File: src/rtl/core/pct_pkg.sv
// ----------------------------------------------------------------------------
// Percent codec package
// Mode codes, character constants and the character class helpers.
// ----------------------------------------------------------------------------
`timescale 1ns / 1ps

package pct_pkg;

  typedef enum logic [1:0] {
    MODE_DECODE        = 2'd0,
    MODE_ENC_GENERAL   = 2'd1,
    MODE_ENC_COMPONENT = 2'd2,
    MODE_ENC_URI       = 2'd3
  } mode_t;

  localparam logic [7:0] PCT_CHAR    = 8'h25;
  localparam logic [7:0] NIBBLE_MASK = 8'h0F;
  localparam logic [7:0] ASCII_LIMIT = 8'h80;

  // Bit 4 flags a hex digit of either case, bits 3:0 carry its value
  function automatic logic [4:0] hex_val(input logic [7:0] b);
    logic [4:0] r;
    r = 5'd0;
    if (b >= 8'h30 && b <= 8'h39) begin
      r = {1'b1, 4'(b - 8'h30)};
    end else if (b >= 8'h41 && b <= 8'h46) begin
      r = {1'b1, 4'(b - 8'h37)};
    end else if (b >= 8'h61 && b <= 8'h66) begin
      r = {1'b1, 4'(b - 8'h57)};
    end
    return r;
  endfunction

  function automatic logic [7:0] hex_char(input logic [3:0] nib);
    logic [7:0] r;
    if (nib < 4'd10) begin
      r = 8'h30 + {4'd0, nib};
    end else begin
      r = 8'h37 + {4'd0, nib};
    end
    return r;
  endfunction

  function automatic logic is_safe(input logic [7:0] b, input mode_t m);
    logic ok;
    ok = 1'b0;
    if (b < ASCII_LIMIT) begin
      if ((b >= 8'h30 && b <= 8'h39) || (b >= 8'h41 && b <= 8'h5A) ||
          (b >= 8'h61 && b <= 8'h7A)) begin
        ok = 1'b1;
      end
      if (b == 8'h2D || b == 8'h2E || b == 8'h5F || b == 8'h7E) begin
        ok = 1'b1;
      end
      if ((m == MODE_ENC_COMPONENT || m == MODE_ENC_URI) &&
          (b == 8'h21 || b == 8'h27 || b == 8'h28 || b == 8'h29 || b == 8'h2A)) begin
        ok = 1'b1;
      end
      if (m == MODE_ENC_URI &&
          (b == 8'h23 || b == 8'h24 || b == 8'h26 || b == 8'h2B || b == 8'h2C ||
           b == 8'h2F || b == 8'h3A || b == 8'h3B || b == 8'h3D || b == 8'h3F ||
           b == 8'h40)) begin
        ok = 1'b1;
      end
    end
    return ok;
  endfunction

endpackage

File: src/rtl/core/pct_in_if.sv
// ----------------------------------------------------------------------------
// Percent codec input channel
// One raw byte per word with an end-of-string mark.
// ----------------------------------------------------------------------------
`timescale 1ns / 1ps

interface pct_in_if;
  logic       valid;
  logic       ready;
  logic [7:0] data_byte;
  logic       string_end;

  modport source (output valid, output data_byte, output string_end, input ready);
  modport sink   (input valid, input data_byte, input string_end, output ready);
endinterface

File: src/rtl/core/pct_out_if.sv
// ----------------------------------------------------------------------------
// Percent codec result channel
// One result byte per word with run and string markers.
// ----------------------------------------------------------------------------
`timescale 1ns / 1ps

interface pct_out_if;
  logic       valid;
  logic       ready;
  logic [7:0] out_byte;
  logic       run_last;
  logic       string_done;

  modport source (output valid, output out_byte, output run_last, output string_done,
                  input ready);
  modport sink   (input valid, input out_byte, input run_last, input string_done,
                  output ready);
endinterface

File: src/rtl/core/pct_cfg_if.sv
// ----------------------------------------------------------------------------
// Percent codec configuration channel
// Write channel for the mode register.
// ----------------------------------------------------------------------------
`timescale 1ns / 1ps

interface pct_cfg_if;
  logic       valid;
  logic       ready;
  logic [1:0] mode;

  modport source (output valid, output mode, input ready);
  modport sink   (input valid, input mode, output ready);
endinterface

File: src/rtl/core/percent_codec.sv
// Result: registered, first byte in the cycle after the input word is taken.
// Throughput: one input word per cycle while the result side is ready and
//   each byte yields at most one result; an encoded escape yields three
//   result bytes, one per cycle unless the result side stalls, and the
//   three-entry result register holds off input until its last byte goes.
// Reset: synchronous, active high; mode to decode, escape state and result register cleared.
// ----------------------------------------------------------------------------
// Percent codec
// Streaming percent encoder and decoder with a three-byte result register.
// ----------------------------------------------------------------------------
`timescale 1ns / 1ps

module percent_codec (
  input  logic         clk,
  input  logic         rst,
  pct_cfg_if.sink      cfg,
  pct_in_if.sink       item,
  pct_out_if.source    result
);

  typedef enum logic [1:0] {
    PH_IDLE  = 2'd0,
    PH_PCT   = 2'd1,
    PH_DIGIT = 2'd2
  } phase_t;

  pct_pkg::mode_t mode;
  phase_t         phase;
  phase_t         phase_next;
  logic [7:0]     held_digit;
  logic [7:0]     held_digit_next;

  logic [7:0]     res_buf [0:2];
  logic [1:0]     res_cnt;
  logic           res_end;

  logic [7:0]     b;
  logic           lst;
  logic [4:0]     b_hex;
  logic [4:0]     held_hex;
  logic [1:0]     n;
  logic [7:0]     r0;
  logic [7:0]     r1;
  logic [7:0]     r2;
  logic           take;
  logic           accept;

  assign b        = item.data_byte;
  assign lst      = item.string_end;
  assign b_hex    = pct_pkg::hex_val(b);
  assign held_hex = pct_pkg::hex_val(held_digit);

  assign take       = result.valid && result.ready;
  assign item.ready = (res_cnt == 2'd0) || (take && res_cnt == 2'd1);
  assign accept     = item.valid && item.ready;
  assign cfg.ready  = 1'b1;

  assign result.valid       = (res_cnt != 2'd0);
  assign result.out_byte    = res_buf[0];
  assign result.run_last    = (res_cnt == 2'd1);
  assign result.string_done = (res_cnt == 2'd1) && res_end;

  always_comb begin
    n               = 2'd0;
    r0              = b;
    r1              = b;
    r2              = b;
    phase_next      = PH_IDLE;
    held_digit_next = held_digit;
    if (mode != pct_pkg::MODE_DECODE) begin
      if (pct_pkg::is_safe(b, mode)) begin
        n = 2'd1;
      end else begin
        n  = 2'd3;
        r0 = pct_pkg::PCT_CHAR;
        r1 = pct_pkg::hex_char(b[7:4]);
        r2 = pct_pkg::hex_char(4'(b & pct_pkg::NIBBLE_MASK));
      end
    end else begin
      case (phase)
        PH_PCT: begin
          if (lst) begin
            n  = 2'd2;
            r0 = pct_pkg::PCT_CHAR;
            r1 = b;
          end else if (b_hex[4]) begin
            held_digit_next = b;
            phase_next      = PH_DIGIT;
          end else if (b == pct_pkg::PCT_CHAR) begin
            // drop the earlier escape, start a fresh one
            phase_next = PH_PCT;
          end else begin
            n = 2'd1;
          end
        end
        PH_DIGIT: begin
          if (b_hex[4]) begin
            n  = 2'd1;
            r0 = {held_hex[3:0], b_hex[3:0]};
          end else begin
            // release the held digit, then treat this byte as plain
            r0 = held_digit;
            r1 = b;
            if (b == pct_pkg::PCT_CHAR && !lst) begin
              n          = 2'd1;
              phase_next = PH_PCT;
            end else begin
              n = 2'd2;
            end
          end
        end
        default: begin
          if (b == pct_pkg::PCT_CHAR && !lst) begin
            phase_next = PH_PCT;
          end else begin
            n = 2'd1;
          end
        end
      endcase
      if (lst) begin
        phase_next = PH_IDLE;
      end
    end
  end

  always_ff @(posedge clk) begin
    if (rst) begin
      mode       <= pct_pkg::MODE_DECODE;
      phase      <= PH_IDLE;
      held_digit <= 8'd0;
      res_cnt    <= 2'd0;
    end else begin
      if (cfg.valid && cfg.ready) begin
        mode <= pct_pkg::mode_t'(cfg.mode);
      end
      if (accept) begin
        phase      <= phase_next;
        held_digit <= held_digit_next;
      end
      if (accept && n != 2'd0) begin
        res_buf[0] <= r0;
        res_buf[1] <= r1;
        res_buf[2] <= r2;
        res_cnt    <= n;
        res_end    <= lst;
      end else if (take) begin
        // advance the result register by one byte
        res_buf[0] <= res_buf[1];
        res_buf[1] <= res_buf[2];
        res_cnt    <= res_cnt - 2'd1;
      end
    end
  end

endmodule

File: src/flat_wrapper.sv
// flat-port wrapper written by rule: the top's interface ports become plain ports
module percent_codec_flat 
  (clk, rst, cfg_valid, cfg_mode, cfg_ready, item_valid, item_data_byte, item_string_end, item_ready, result_valid, result_out_byte, result_run_last, result_string_done, result_ready);
  pct_cfg_if cfg_i ();
  pct_in_if item_i ();
  pct_out_if result_i ();
  input  logic clk;
  input  logic rst;
  input wire logic [$bits(cfg_i.valid)-1:0] cfg_valid;
  input wire logic [$bits(cfg_i.mode)-1:0] cfg_mode;
  output wire logic [$bits(cfg_i.ready)-1:0] cfg_ready;
  input wire logic [$bits(item_i.valid)-1:0] item_valid;
  input wire logic [$bits(item_i.data_byte)-1:0] item_data_byte;
  input wire logic [$bits(item_i.string_end)-1:0] item_string_end;
  output wire logic [$bits(item_i.ready)-1:0] item_ready;
  output wire logic [$bits(result_i.valid)-1:0] result_valid;
  output wire logic [$bits(result_i.out_byte)-1:0] result_out_byte;
  output wire logic [$bits(result_i.run_last)-1:0] result_run_last;
  output wire logic [$bits(result_i.string_done)-1:0] result_string_done;
  input wire logic [$bits(result_i.ready)-1:0] result_ready;
  assign cfg_i.valid = cfg_valid;
  assign cfg_i.mode = cfg_mode;
  assign cfg_ready = cfg_i.ready;
  assign item_i.valid = item_valid;
  assign item_i.data_byte = item_data_byte;
  assign item_i.string_end = item_string_end;
  assign item_ready = item_i.ready;
  assign result_valid = result_i.valid;
  assign result_out_byte = result_i.out_byte;
  assign result_run_last = result_i.run_last;
  assign result_string_done = result_i.string_done;
  assign result_i.ready = result_ready;
  percent_codec u_core (.clk(clk), .rst(rst), .cfg(cfg_i), .item(item_i), .result(result_i));
endmodule
File: config.mk
export PLATFORM = sky130hd
export DESIGN_NAME = percent_codec_flat
export DESIGN_NICKNAME = d
export VERILOG_FILES = /design/src/rtl/core/pct_pkg.sv /design/src/rtl/core/pct_in_if.sv /design/src/rtl/core/pct_out_if.sv /design/src/rtl/core/pct_cfg_if.sv /design/src/rtl/core/percent_codec.sv /design/src/flat_wrapper.sv
export SDC_FILE = /design/constraint.sdc
export NUM_CORES = 1
export LEC_CHECK = 0
export ABC_AREA = 1
export BUFFER_PORTS_ARGS = -buffer_cell sky130_fd_sc_hd__buf_2
export CAP_MARGIN = 20
export CORE_MARGIN = 5
export CORE_UTILIZATION = 60
export DETAILED_ROUTE_END_ITERATION = 7
export PLACE_DENSITY = 0.8
export SETUP_SLACK_MARGIN = 0.5
export SLEW_MARGIN = 20
export SYNTH_ARGS = -nofsm -noshare
export SYNTH_HDL_FRONTEND = slang
export SYNTH_SLANG_ARGS = --single-unit
File: constraint.sdc
create_clock -name clk -period 8.7 [get_ports clk]
set_clock_uncertainty 0.2 [all_clocks]
set_input_delay 0.87 -clock clk [delete_from_list [all_inputs] [get_ports clk]]
set_output_delay 0.87 -clock clk [all_outputs]
set_load 0.03 [all_outputs]
==> summary.txt <==
Run status
  – Status: complete, no violations

Finish
  – Final Cell Area: 3330 sq um
  – Share of layout cells above drive strength 1: 0.134
  – Layout overhead on the synthesized area: 5.34%
  – Ant. Diodes: 0
  – Fillers: 479
  – Util after Layout: 0.652
  – Final #Nets: 502

Global routing
  – Largest net degree at the start of global routing: 20
  – Grt met3 use: 0.0477
  – Grt ovf: 0
  – Met2 Use GR: 0.412
  – GR Util met1: 0.306
  – Initial antenna violation count: 0
  – Number of global-route vias before repair: 2766
  – Global-route wire length before repair: 12.7 mm
  – Overall Global Routing Usage: 0.240
  – Busiest layer in global routing: met2

Place
  – I/O Buffers: 27
  – Placed Area: 3220 sq um
  – Placer Congestion: 0.991
  – Placed wire-length estimate: 5.91 mm

Clock network
  – H-tree Lvls: 2
  – CTS sink count: 39
  – Worst-case clock buffer depth: 2
  – Post-CTS Resized: 0
  – Cts hold-fix bufs: 0
  – CTS Buf Count: 5
  – Post-CTS Setup Inserts: 0
  – CTS tree: built
  – Clk Latency, worst-skew pair: 290 ps
  – Root Driver: clkbuf_8
  – Worst-path clk slew: 80 ps

Min path
  – Hold path start: u_core.held_digit[7]
  – Hold path depth: 2
  – HP Class: flip-flop to flip-flop
  – Hold worst-path end: u_core.held_digit[7]

Logic synthesis
  – Post-synthesis register bit count: 39
  – Synth warn: 0
  – Primary FF master, synth: edfxtp_1
  – Synthesized area: 3160 sq um
  – Synth Area in XOR/XNOR: 0.00554
  – Number of distinct library cells after synthesis: 37
  – Compound-cell area share of the yosys netlist: 0.132
  – Post-synth ARST share: 0
  – Post-synth EDFFs: 25
  – Post-Syn Nets: 492
  – Synth Area in Adders: 0.0712
  – Gate Count Post-Synth: 458
  – Simple-gate share of the synthesized area: 0.344
  – Post-synthesis sequential area ratio: 0.326
  – Syn Area/Cell: 6.91 sq um
  – Largest family of logic cells by synthesized area: simple AND/OR/NAND/NOR gates
  – Post-synthesis mux area share: 0

Drt
  – Antenna-violating nets left: 0
  – Drt total wl: 7.78 mm
  – Drt first pass iters: 5
  – Vias per inst: 5.58
  – Detailed-route DRC error count: 0
  – Vias: 3005
  – Initial drt markers: 224
  – Detail-routed net length per standard cell: 14.4 um

Timing
  – Fin crit period: 3660 ps
  – Pins over their slew limit: 0
  – WHS: 289 ps
  – Final setup fails: 0
  – Hold Fails Final Rpt: 0
  – Worst-Margin Slew: 812 ps
  – RSZ-0062 raised after global routing: false
  – Slew headroom: 0.459
  – Tcrit/Tclk final: 0.421
  – Final setup TNS: 0 ps
  – FMAX: 0.273 GHz

Setup path
  – Crit path required time: 8420 ps
  – Critical path class: primary input to flip-flop
  – R2R Path Start: u_core.mode[0]
  – Critical Path Start Type: primary input
  – CP max-delay cell: a21oi_1
  – Cell Chain, Critical Path: buf_2, inv_1, ha_1, inv_1, nor2_1, nor2_1, nand2_1, nand2_2, nand2_1, nor2_1, nand2_1, nor2_2, nand3_2, nand3_2, nand2_4, a21oi_1
  – FF-to-FF End: u_core.res_buf[1][1]
  – R2R Setup Slk: 5610 ps
  – Worst path arrival time: 3390 ps
  – R2R cell count: 9
  – Max incr delay on CP: 640 ps
  – Worst-path fanout max: 11
  – CP Capture Type: flip-flop

Power
  – Pwr Total: 545 uW
  – Power per cell area: 164 nW/um^2
  – LEAKAGE: 1.52 nW
  – Max VDD drop: 0.0885 mV

Floorplanning
  – DIE AREA: 6820 sq um
  – Core area: 5110 sq um
  – Starting Density: 0.619
  – Die H: 82.6 um
  – Die Wd: 82.6 um
  – Rows: 26
  – IO Pins: 29

Job
  – Max-Cap Viols: 0
[cells by family (layout without fill, tap and decap cells)]
logic type	after synthesis	after routing
other	1	1
flip-flops	39	39
adder cells (fa/ha/maj)	18	18
XOR/XNOR	2	2
AO/OA/AOI/OAI	77	77
buffers and inverters	80	91
AND/OR/NAND/NOR	241	241
[Yosys cell counts, types with 5 or more instances]
cell / n / area, sq um
a21oi_1: 27 / 135
buf_4: 12 / 90.1
clkbuf_1: 7 / 26.3
dfxtp_1: 14 / 280
edfxtp_1: 25 / 751
ha_1: 18 / 225
inv_1: 48 / 180
inv_2: 7 / 26.3
nand2_1: 130 / 488
nand2_2: 5 / 31.3
nand3_1: 39 / 195
nand4_1: 6 / 37.5
nor2_1: 40 / 150
o211ai_1: 6 / 45.0
o21ai_0: 32 / 160
o21ai_1: 6 / 30.0
[power breakdown]
| part | total, mW | internal [mW] | switching [mW] | leakage (nW) |
|---|---|---|---|---|
| combinational | 0.167 | 0.0461 | 0.121 | 1.12 |
| clock | 0.145 | 0.0812 | 0.0642 | 0.0594 |
| sequential | 0.233 | 0.226 | 0.00694 | 0.349 |
[per-layer routing]
layer  vias up  share of wire
met2       114           0.47
met1      1361           0.46
met4         0          0.010
met3        12          0.059
met5         -              0
li1       1518              -
[layout by cell type (no fill, tap or decap), drive strengths merged, types with 2 or more instances in the layout]
| cell | count |
|---|---|
| nand2 | 139 |
| inv | 56 |
| nor2 | 44 |
| nand3 | 42 |
| o21ai | 38 |
| a21oi | 27 |
| buf | 27 |
| edfxtp | 25 |
| ha | 18 |
| dfxtp | 14 |
| clkbuf | 7 |
| nand4 | 6 |
| o211ai | 6 |
| nor3 | 5 |
| nor4 | 3 |
| xor2 | 2 |
[state kept, by name, summed over array words and instances (netlist names)]
register / count
u_core.held_digit: 8
u_core.mode: 2
u_core.res_cnt: 2
u_core.res_end: 1
u_core.res_buf: 24
u_core.phase: 2
[worst max path at each step]
stage	start	endpoint	slack (ps)
floorplan	item_data_byte[1]	u_core.res_buf[1][0]	5280
global placement	item_data_byte[1]	u_core.res_buf[1][3]	4940
detailed placement	item_data_byte[1]	u_core.res_buf[1][1]	4780
CTS	item_data_byte[1]	u_core.res_buf[1][1]	5090
global route	item_data_byte[1]	u_core.res_buf[1][1]	4790
finish	item_data_byte[1]	u_core.res_buf[1][1]	5040
[worst max-delay path, delay by kind of cell]
| family | cells | cell delay (ps) |
|---|---|---|
| and+or+nand+nor | 11 | 1200 |
| AOI/OAI and AO/OA | 1 | 640 |
| buffers and inverters | 3 | 410 |
| adders and majority gates | 1 | 250 |
[stage by stage]
step	cells	setup slack (ps)
after floorplan	458	5280
after global placement	531	4940
after detailed placement	531	4780
after CTS	539	5090
after global routing	539	4790
final	539	5040
[layout make-up]
class / count / area, sq um / share of cell area
Clock buffer: 7 / 108 / 0.0323
Inverter: 56 / 213 / 0.0638
Timing Repair Buffer: 27 / 135 / 0.0406
Sequential cell: 39 / 1030 / 0.309
Clock inverter: 1 / 5.00 / 0.00150
Tap cell: 70 / 87.6 / 0.0263
Multi-Input combinational cell: 339 / 1750 / 0.526
(Power assumes the default switching activity.)
